===== src/sv/fds_pkg.sv =====
// Shared types and constants of the 2D Yee field solver. No dependencies;
// imported by fds_cell_alu, fdtd_2d_field_solver, fds_solver_checker and tb.
package fds_pkg;

    // Fixed interface widths
    localparam int IO_W      = 24;
    localparam int COORD_W   = 6;
    localparam int CMD_W     = 3;
    localparam int COEF_W    = 17;
    localparam int CFG_IDX_W = 3;
    localparam int STEP_W    = 32;
    localparam int FRAC_BITS = 16;
    localparam int TERM_W    = 3;

    // Request commands
    typedef enum logic [CMD_W-1:0] {
        CMD_WR_E    = 3'd0,
        CMD_WR_B    = 3'd1,
        CMD_WR_J    = 3'd2,
        CMD_RD_E    = 3'd3,
        CMD_RD_B    = 3'd4,
        CMD_ADVANCE = 3'd5,
        CMD_RD_STEP = 3'd6
    } cmd_t;

    // Configuration register indexes
    typedef enum logic [CFG_IDX_W-1:0] {
        REG_HALF_X    = 3'd0,
        REG_HALF_Y    = 3'd1,
        REG_FULL_X    = 3'd2,
        REG_FULL_Y    = 3'd3,
        REG_TIME_STEP = 3'd4
    } reg_idx_t;

    // Sequencer states
    typedef enum logic [2:0] {
        ST_CLEAR,
        ST_IDLE,
        ST_RDOUT,
        ST_FETCH,
        ST_MUL,
        ST_WB
    } state_t;

    // Sweeps of one advance
    typedef enum logic [1:0] {
        PASS_MAG_A,
        PASS_ELEC,
        PASS_MAG_B
    } pass_t;

    // Product terms of one cell update, in issue order
    localparam logic [TERM_W-1:0] TERM_X_CURL   = 3'd0;
    localparam logic [TERM_W-1:0] TERM_X_SRC    = 3'd1;
    localparam logic [TERM_W-1:0] TERM_Y_CURL   = 3'd2;
    localparam logic [TERM_W-1:0] TERM_Y_SRC    = 3'd3;
    localparam logic [TERM_W-1:0] TERM_Z_CURL_A = 3'd4;
    localparam logic [TERM_W-1:0] TERM_Z_CURL_B = 3'd5;
    localparam logic [TERM_W-1:0] TERM_Z_SRC    = 3'd6;
    localparam logic [TERM_W-1:0] TERM_DRAIN    = 3'd7;

    // Sequencer to arithmetic unit control
    typedef struct packed {
        logic                clear;
        logic                term_valid;
        logic [TERM_W-1:0]   term_idx;
        logic                mag;
    } alu_ctrl_t;

endpackage


===== src/sv/fds_cell_alu.sv =====
// Cell update datapath: one coefficient product per cycle, per-component
// accumulators, rounding to Q.16, add to old value and saturation.
// Depends on fds_pkg.
module fds_cell_alu import fds_pkg::*; #(
    parameter int FIELD_BITS = 24
) (
    input  logic                         aclk,
    input  logic                         aresetn,
    input  alu_ctrl_t                    ctrl,
    input  logic [COEF_W-1:0]            coef_x,
    input  logic [COEF_W-1:0]            coef_y,
    input  logic [COEF_W-1:0]            coef_t,
    input  logic [2:0][FIELD_BITS:0]     diff_x,
    input  logic [2:0][FIELD_BITS:0]     diff_y,
    input  logic [2:0][FIELD_BITS-1:0]   cur_j,
    input  logic [2:0][FIELD_BITS-1:0]   old_val,
    output logic [2:0][FIELD_BITS-1:0]   new_val,
    output logic                         sat
);

    localparam int OP_W   = FIELD_BITS + 2;
    localparam int PROD_W = COEF_W + 1 + OP_W;
    localparam int ACC_W  = PROD_W + 2;
    localparam int SUM_W  = ACC_W + 1;
    localparam logic signed [ACC_W-1:0] HALF_LSB = ACC_W'(1 << (FRAC_BITS - 1));
    localparam logic signed [SUM_W-1:0] F_MAX =
        SUM_W'((64'sd1 <<< (FIELD_BITS - 1)) - 64'sd1);
    localparam logic signed [SUM_W-1:0] F_MIN = -F_MAX - SUM_W'(1);

    logic signed [FIELD_BITS:0]   dx_s [3];
    logic signed [FIELD_BITS:0]   dy_s [3];
    logic signed [FIELD_BITS-1:0] j_s  [3];
    logic signed [FIELD_BITS-1:0] o_s  [3];

    logic [COEF_W-1:0]        t_coef;
    logic signed [OP_W-1:0]   t_op_raw;
    logic signed [OP_W-1:0]   t_op;
    logic                     t_neg;
    logic [1:0]               t_comp;
    logic signed [PROD_W-1:0] prod_full;

    logic signed [PROD_W-1:0] prod_reg;
    logic                     pv_reg;
    logic [1:0]               ptag_reg;
    logic signed [ACC_W-1:0]  acc_reg [3];

    logic signed [ACC_W-1:0]  rnd  [3];
    logic signed [SUM_W-1:0]  sum  [3];
    logic [2:0]               sat_k;

    always_comb begin
        for (int k = 0; k < 3; k++) begin
            dx_s[k] = $signed(diff_x[k]);
            dy_s[k] = $signed(diff_y[k]);
            j_s[k]  = $signed(cur_j[k]);
            o_s[k]  = $signed(old_val[k]);
        end
    end

    // Term select: coefficient, operand, sign and target component
    always_comb begin
        t_coef   = '0;
        t_op_raw = '0;
        t_neg    = 1'b0;
        t_comp   = 2'd0;
        case (ctrl.term_idx)
            TERM_X_CURL: begin
                t_coef = coef_y; t_op_raw = OP_W'(dy_s[2]); t_neg = ctrl.mag; t_comp = 2'd0;
            end
            TERM_X_SRC: begin
                t_coef = ctrl.mag ? '0 : coef_t; t_op_raw = OP_W'(j_s[0]);
                t_neg = 1'b1; t_comp = 2'd0;
            end
            TERM_Y_CURL: begin
                t_coef = coef_x; t_op_raw = OP_W'(dx_s[2]); t_neg = !ctrl.mag; t_comp = 2'd1;
            end
            TERM_Y_SRC: begin
                t_coef = ctrl.mag ? '0 : coef_t; t_op_raw = OP_W'(j_s[1]);
                t_neg = 1'b1; t_comp = 2'd1;
            end
            TERM_Z_CURL_A: begin
                t_coef = coef_x; t_op_raw = OP_W'(dx_s[1]); t_neg = ctrl.mag; t_comp = 2'd2;
            end
            TERM_Z_CURL_B: begin
                t_coef = coef_y; t_op_raw = OP_W'(dy_s[0]); t_neg = !ctrl.mag; t_comp = 2'd2;
            end
            TERM_Z_SRC: begin
                t_coef = ctrl.mag ? '0 : coef_t; t_op_raw = OP_W'(j_s[2]);
                t_neg = 1'b1; t_comp = 2'd2;
            end
            default: begin
                t_coef = '0; t_op_raw = '0; t_neg = 1'b0; t_comp = 2'd0;
            end
        endcase
        t_op = t_neg ? -t_op_raw : t_op_raw;
    end

    assign prod_full = $signed({1'b0, t_coef}) * t_op;

    // Product register
    always_ff @(posedge aclk) begin
        if (!aresetn || ctrl.clear) begin
            pv_reg <= 1'b0;
        end else begin
            pv_reg <= ctrl.term_valid;
        end
        prod_reg <= prod_full;
        ptag_reg <= t_comp;
    end

    // Exact Q.32 accumulation per component
    always_ff @(posedge aclk) begin
        if (ctrl.clear) begin
            for (int k = 0; k < 3; k++) acc_reg[k] <= '0;
        end else if (pv_reg) begin
            acc_reg[ptag_reg] <= acc_reg[ptag_reg] + ACC_W'(prod_reg);
        end
    end

    // Round half up, add old value, saturate
    always_comb begin
        for (int k = 0; k < 3; k++) begin
            rnd[k] = (acc_reg[k] + HALF_LSB) >>> FRAC_BITS;
            sum[k] = SUM_W'(rnd[k]) + SUM_W'(o_s[k]);
            sat_k[k] = 1'b0;
            if (sum[k] > F_MAX) begin
                new_val[k] = F_MAX[FIELD_BITS-1:0];
                sat_k[k]   = 1'b1;
            end else if (sum[k] < F_MIN) begin
                new_val[k] = F_MIN[FIELD_BITS-1:0];
                sat_k[k]   = 1'b1;
            end else begin
                new_val[k] = sum[k][FIELD_BITS-1:0];
            end
        end
    end

    assign sat = |sat_k;

endmodule


===== config.mk =====
export PLATFORM = sky130hd
export DESIGN_NAME = fds_cell_alu
export DESIGN_NICKNAME = d
export VERILOG_FILES = /design/src/sv/fds_pkg.sv /design/src/sv/fds_cell_alu.sv
export SDC_FILE = /design/constraint.sdc
export NUM_CORES = 2
export LEC_CHECK = 0
export ABC_AREA = 1
export ABC_CLOCK_PERIOD_IN_PS = 7100
export BUFFER_PORTS_ARGS = -buffer_cell sky130_fd_sc_hd__buf_2
export CELL_PAD_IN_SITES_DETAIL_PLACEMENT = 2
export CELL_PAD_IN_SITES_GLOBAL_PLACEMENT = 2
export CORE_ASPECT_RATIO = 1.25
export CORE_UTILIZATION = 32
export CTS_BUF_LIST = sky130_fd_sc_hd__clkbuf_8 sky130_fd_sc_hd__clkbuf_16
export DETAILED_ROUTE_END_ITERATION = 16
export GPL_TIMING_DRIVEN = 0
export MAX_ROUTING_LAYER = met4
export PLACE_DENSITY_LB_ADDON = 0.1
export SYNTH_ARGS = -nofsm -noshare
export SYNTH_HDL_FRONTEND = slang
export SYNTH_SLANG_ARGS = --single-unit

===== constraint.sdc =====
create_clock -name aclk -period 7.1 [get_ports aclk]
set_input_delay 1.065 -clock aclk [delete_from_list [all_inputs] [get_ports aclk]]
set_output_delay 1.065 -clock aclk [all_outputs]
set_load 0.02 [all_outputs]

[Word-level counts from Yosys, hierarchy flattened]
Memories as Yosys holds them, arrays and structs flattened. A register that Yosys moved wholly into a read port is not among the register bits.
Cells that the tools add are included.
Word-level totals
  register bits after elaboration: 47
  bits in writable memories: 138
  input port bits: 353
  output and inout port bits: 73
  logic and storage cells: 64
  memories: 1
Cells by class
  add/subtract/negate cells: 8
  $mul: 1
  order comparisons: 6
  eq/ne operators: 6
  multiplexer cells: 26
  reductions and logical operators: 13
Memories
  acc_reg: depth 3, bits a word 46, rd ports 4, clocked after Yosys merged registers in 1, wr ports 3, line fds_cell_alu.sv:45  | logic signed [ACC_W-1:0] acc_reg [3];
Operators by type and width (count)
  case mux 26 bit (7 select lines): 1
  two-way mux 24 bit: 6
  adder 46 x 17 -> 46 bit, second input constant: 3
  adder 30 x 24 -> 31 bit: 3
  > comparator 31 x 24 -> 1 bit, second input constant: 3
  less-than comparator 31 x 24 -> 1 bit, second input constant: 3
  case mux 17 bit (3 select lines): 1
  adder 46 x 44 -> 46 bit: 1
  two-way mux 46 bit: 1
  OR reduction 46 bit: 1
  multiplier 18 x 26 -> 44 bit: 1
  two-way mux 26 bit: 1
  negator 26 bit: 1
  two-way mux 17 bit: 1
  two-way mux 1 bit: 12
  OR reduction 2 bit: 5
  == test 3 bit, second input constant: 3
  OR reduction 3 bit: 3
  == test 3 x 2 -> 1 bit, second input constant: 2
  case mux 2 bit (2 select lines): 1
  == test 3 x 1 -> 1 bit, second input constant: 1
  logical NOT 3 bit: 1
  case mux 1 bit (3 select lines): 1
  logical NOT 1 bit: 2
  other kinds (2): 2

[Logic depth before layout (Yosys ltp)]
  depth after elaboration: 6
  mapped depth: 41
  gate-level depth less buffers: 39

[Worst setup path after synthesis]
OpenSTA, ideal clock, no wires.
  kind: in2reg
  start point: input port ctrl[1] (netlist name)
  end point: register prod_reg[34]
  library setup time: 0.121 ns
  data arrival time: 7.655 ns
  required time: 6.979 ns
  slack: -0.676 ns
  stages: 37
  path buffers: 3
  cells stage by stage: buf_4 > nor2_2 > nand2_2 > inv_2 > buf_2 > nand2_1 > nand4_1 > nor2_2 > ha_1 > nand2_2 > nor2_2 > nand2_1 > nand2_1 > or2_2 > nand2_1 > buf_2 > nand2_1 > fa_1 > fa_1 > inv_1 > fa_1 > inv_1 > fa_1 > inv_1 > fa_1 > inv_1 > fa_1 > inv_1 > ha_1 > nand2_1 > nor2_1 > nand2_1 > o211ai_1 > a21oi_1 > o21ai_0 > a21oi_1 > xnor2_1
Between the ends
  cells in the longest elaborated chain, start to end: 5
  elaborated cells on any way between the ends: 18
  those cells by class: add/sub (1); mul (1); eq/ne (6); mux (4); reduce/logical (6)
RTL lines
  start, declared: line fds_cell_alu.sv:9  | input alu_ctrl_t ctrl,
  == test 3 bit, or another cell as far along: line fds_cell_alu.sv:66  | case (ctrl.term_idx)
  case mux 26 bit (7 select lines), or another cell as far along: line fds_cell_alu.sv:66
  negator 26 bit or case mux 1 bit (3 select lines) (tied branches): line fds_cell_alu.sv:95, fds_cell_alu.sv:66
  two-way mux 26 bit: line fds_cell_alu.sv:95  | t_op = t_neg ? -t_op_raw : t_op_raw;
  multiplier 18 x 26 -> 44 bit (*): line fds_cell_alu.sv:98  | assign prod_full = $signed({1'b0, t_coef}) * t_op;
  named net prod_full[34]: line fds_cell_alu.sv:40  | logic signed [PROD_W-1:0] prod_full;
  end signal, assigned: line fds_cell_alu.sv:107  | prod_reg <= prod_full;
  end, declared: line fds_cell_alu.sv:42  | logic signed [PROD_W-1:0] prod_reg;
The timed path passes the listed nets; every way through them passes the cells marked *.
A chain may end at the register's enable or synchronous reset.

[Worst setup path in the final report]
  start point: input port ctrl[3] (netlist name)
  end point: register prod_reg[43]
Same word-level chain as after synthesis.

==> flow_summary.json <==
{
  "clk_pin_slew_worst_paths_ns": 0.07,
  "setup_viol_count_final": 30,
  "synth_nets": 6462,
  "grt_pass1_wl_um": 263300,
  "dieArea_um2": 121700,
  "die_x_um": 312.2,
  "ant_nets": 0,
  "fin_worst_skew_ns": 0.008825,
  "dr_total_vias": 39342,
  "pre_cts_slack_ns": -3.284,
  "drv_cap": 0,
  "grt_max_degree": 35,
  "violations": "setup timing",
  "path_class": "in2reg",
  "synth_area_leaders": "fa_1, edfxtp_1, nand2_1",
  "synth_top_cell_by_area": "fa_1",
  "clk_latency_ns": 0.53,
  "cts_buffers": 22,
  "arrival_ns": 8.41,
  "layout-drive-gt1-share": 0.2128,
  "slowest_stage": "fa_1",
  "drc": 0,
  "syn_avg_cell_area_um2": 7.090,
  "grt_overflow_total": 0,
  "cp_data_required_time_ns": 7.49,
  "routed_wl_um": 185800,
  "portBuffers": 374,
  "yosysSeqAreaShare": 0.1680,
  "clock_sinks": 231,
  "tritoncts": "yes",
  "ioPinCount": 426,
  "vias_per_cell": 5.115,
  "dpl-instance-area_um2": 42890,
  "min_period_over_period": 1.129,
  "synthArstFlopShare": 0,
  "setup_slack_ns": -0.9141,
  "finish.instance_area_um2": 48770,
  "nets": 7133,
  "num_rows": 141,
  "htreeDepth": 1,
  "dr.pass1.iters": 5,
  "status": "finished with violations",
  "rsz0062_at_grt": "true",
  "fmax_mhz": 124.8,
  "routedWlPerCell_um": 24.15,
  "grt_pass1_vias": 44160,
  "fp.dieH_um": 389.8,
  "synthCells": 5429,
  "synth_cell_types": 61,
  "critPathMaxFanout": 6,
  "hold_path_class": "reg2reg",
  "crit_path_start_kind": "primary input",
  "worstMarginPinSlew_ns": 0.8838,
  "synth_top_area_frac": 0.2263,
  "period_minus_slack_ns": 8.014,
  "track_usage": 0.2926,
  "layout-area-overhead-vs-synth_pct": 26.71,
  "gp_congestion": 0.9158,
  "root_buffer": "clkbuf_16",
  "synth_area_um2": 38490,
  "end_kind": "flop",
  "initial_core_util": 0.3242,
  "cp_common_cell": "fa_1",
  "slew_headroom": 0.4088,
  "core_area_um2": 118700,
  "largest_register_ffs": 184,
  "fillers": 13982,
  "slowest_delay_ns": 0.59,
  "antenna_found_initial": 3,
  "ys_seq_elements": 231,
  "hold_violations": 0,
  "first_iter_violations": 1497,
  "hpwl_um": 145700,
  "cts_buffer_depth": 3,
  "yosysWarnings": 0,
  "slew_violations": 0,
  "synth-main-ff-cell": "edfxtp_1",
  "synth_edf_count": 184
}
logic make-up (layout without fill, tap and decap cells):
logic type                 after synthesis  after routing  synth area share
and+or+nand+nor                       2537           2538            0.2677
buffers and inverters                 1244           1928            0.1241
adders and majority gates              680            680            0.3059
AOI/OAI and AO/OA                      511            511           0.08267
DFF                                    231            231            0.1680
xor gates and xnor gates               226            226           0.05162
other                                    0              4                 0
what timing repair did:
| action | in CTS | in global routing |
|---|---|---|
| resized for setup | 468 | 288 |
| buffers inserted | 165 | 100 |
| hold buffers | 0 | 0 |
| gates cloned | 3 | 1 |
| setup endpoints to repair | 58 | 96 |
| pin swaps | 150 | 173 |
path summary, 6_finish.rpt:
check	from	endpoint	slack (ns)	depth (start not counted)
hold / removal	prod_reg[0]	acc_reg[3][0]	0.65	1
setup / recovery	ctrl[3]	prod_reg[43]	-0.91	43
hold reg to reg	prod_reg[0]	acc_reg[3][0]	0.65	1
setup reg to reg	ptag_reg[0]	acc_reg[1][16]	1.57	19
layer usage:
layer  GRT usage  part of all wire  up-vias
li1            -                 -    18056
met1      0.2989              0.36    19838
met2      0.5686              0.54      959
met3     0.01322             0.027      489
met4      0.1344             0.069        0
met5           -                 0        -
final cells by class:
class / count / area [um^2] / area share
Tap cell: 1573 / 1968 / 0.04036
Multi-Input combinational cell: 3955 / 29900 / 0.6131
Inverter: 1129 / 4380 / 0.08982
Buffer: 115 / 942.2 / 0.01932
Sequential cell: 231 / 6466 / 0.1326
Timing Repair Buffer: 646 / 4297 / 0.08810
Clock inverter: 15 / 230.2 / 0.004720
Antenna cell: 4 / 10.01 / 0.0002052
Clock buffer: 23 / 575.6 / 0.01180
metrics by stage:
stage                     std cells  hold WS [ns]  TNS, ns  utilization
final                          7691        0.6455   -15.99       0.4108
after global routing           7690        0.6806   -22.94       0.4107
after CTS                      7586        0.6363   -10.29       0.3951
after detailed placement       7380        0.5969   -82.86       0.3612
after global placement         7376        0.5931   -83.47       0.3604
after floorplan                5429        0.5310   -2.619            -
cell usage in the layout, fill, tap and decap left out, drive strengths merged, types with 3 or more instances in the layout:
master    instances
nand2          1492
inv            1121
buf             700
nor2            693
fa              435
ha              245
a21oi           203
nand3           202
edfxtp          184
xor2            141
o21ai           107
xnor2            85
clkbuf           84
a22oi            70
nor3             56
nand4            47
dfxtp            47
a31oi            25
a221oi           22
nor4             21
o21a             16
a21o             16
o21bai           11
o22ai            10
or2              10
clkinv           10
a21boi            9
nand3b            8
o211ai            8
clkinvlp          7
bufinv            6
and3              5
diode             4
and2              3
synthesized netlist by cell type (9+ instances only):
cell,number
a21boi_0,9
a21o_1,16
a21oi_1,203
a221oi_1,10
a221oi_2,10
a22oi_1,69
a31oi_1,25
buf_2,32
clkbuf_1,64
dfxtp_1,47
edfxtp_1,184
fa_1,435
ha_1,245
inv_1,1098
inv_2,28
nand2_1,1464
nand2_2,25
nand3_1,197
nand4_1,47
nor2_1,666
nor2_2,26
nor3_1,52
nor4_1,21
o21a_1,16
o21ai_0,103
o21bai_1,11
o22ai_1,10
or2_2,9
xnor2_1,85
xor2_1,140
critical path, delay by kind of cell:
| kind | cells | cell delay, ns |
|---|---|---|
| xor gates and xnor gates | 1 | 0.17 |
| AOI/OAI and AO/OA | 5 | 0.70 |
| buffers and inverters | 15 | 1.44 |
| adders and majority gates | 7 | 3.38 |
| and+or+nand+nor | 15 | 1.62 |
Power is left out: the tool's default activity adds up to more than one toggle a clock period on the data nets, which glitch-free logic cannot reach.
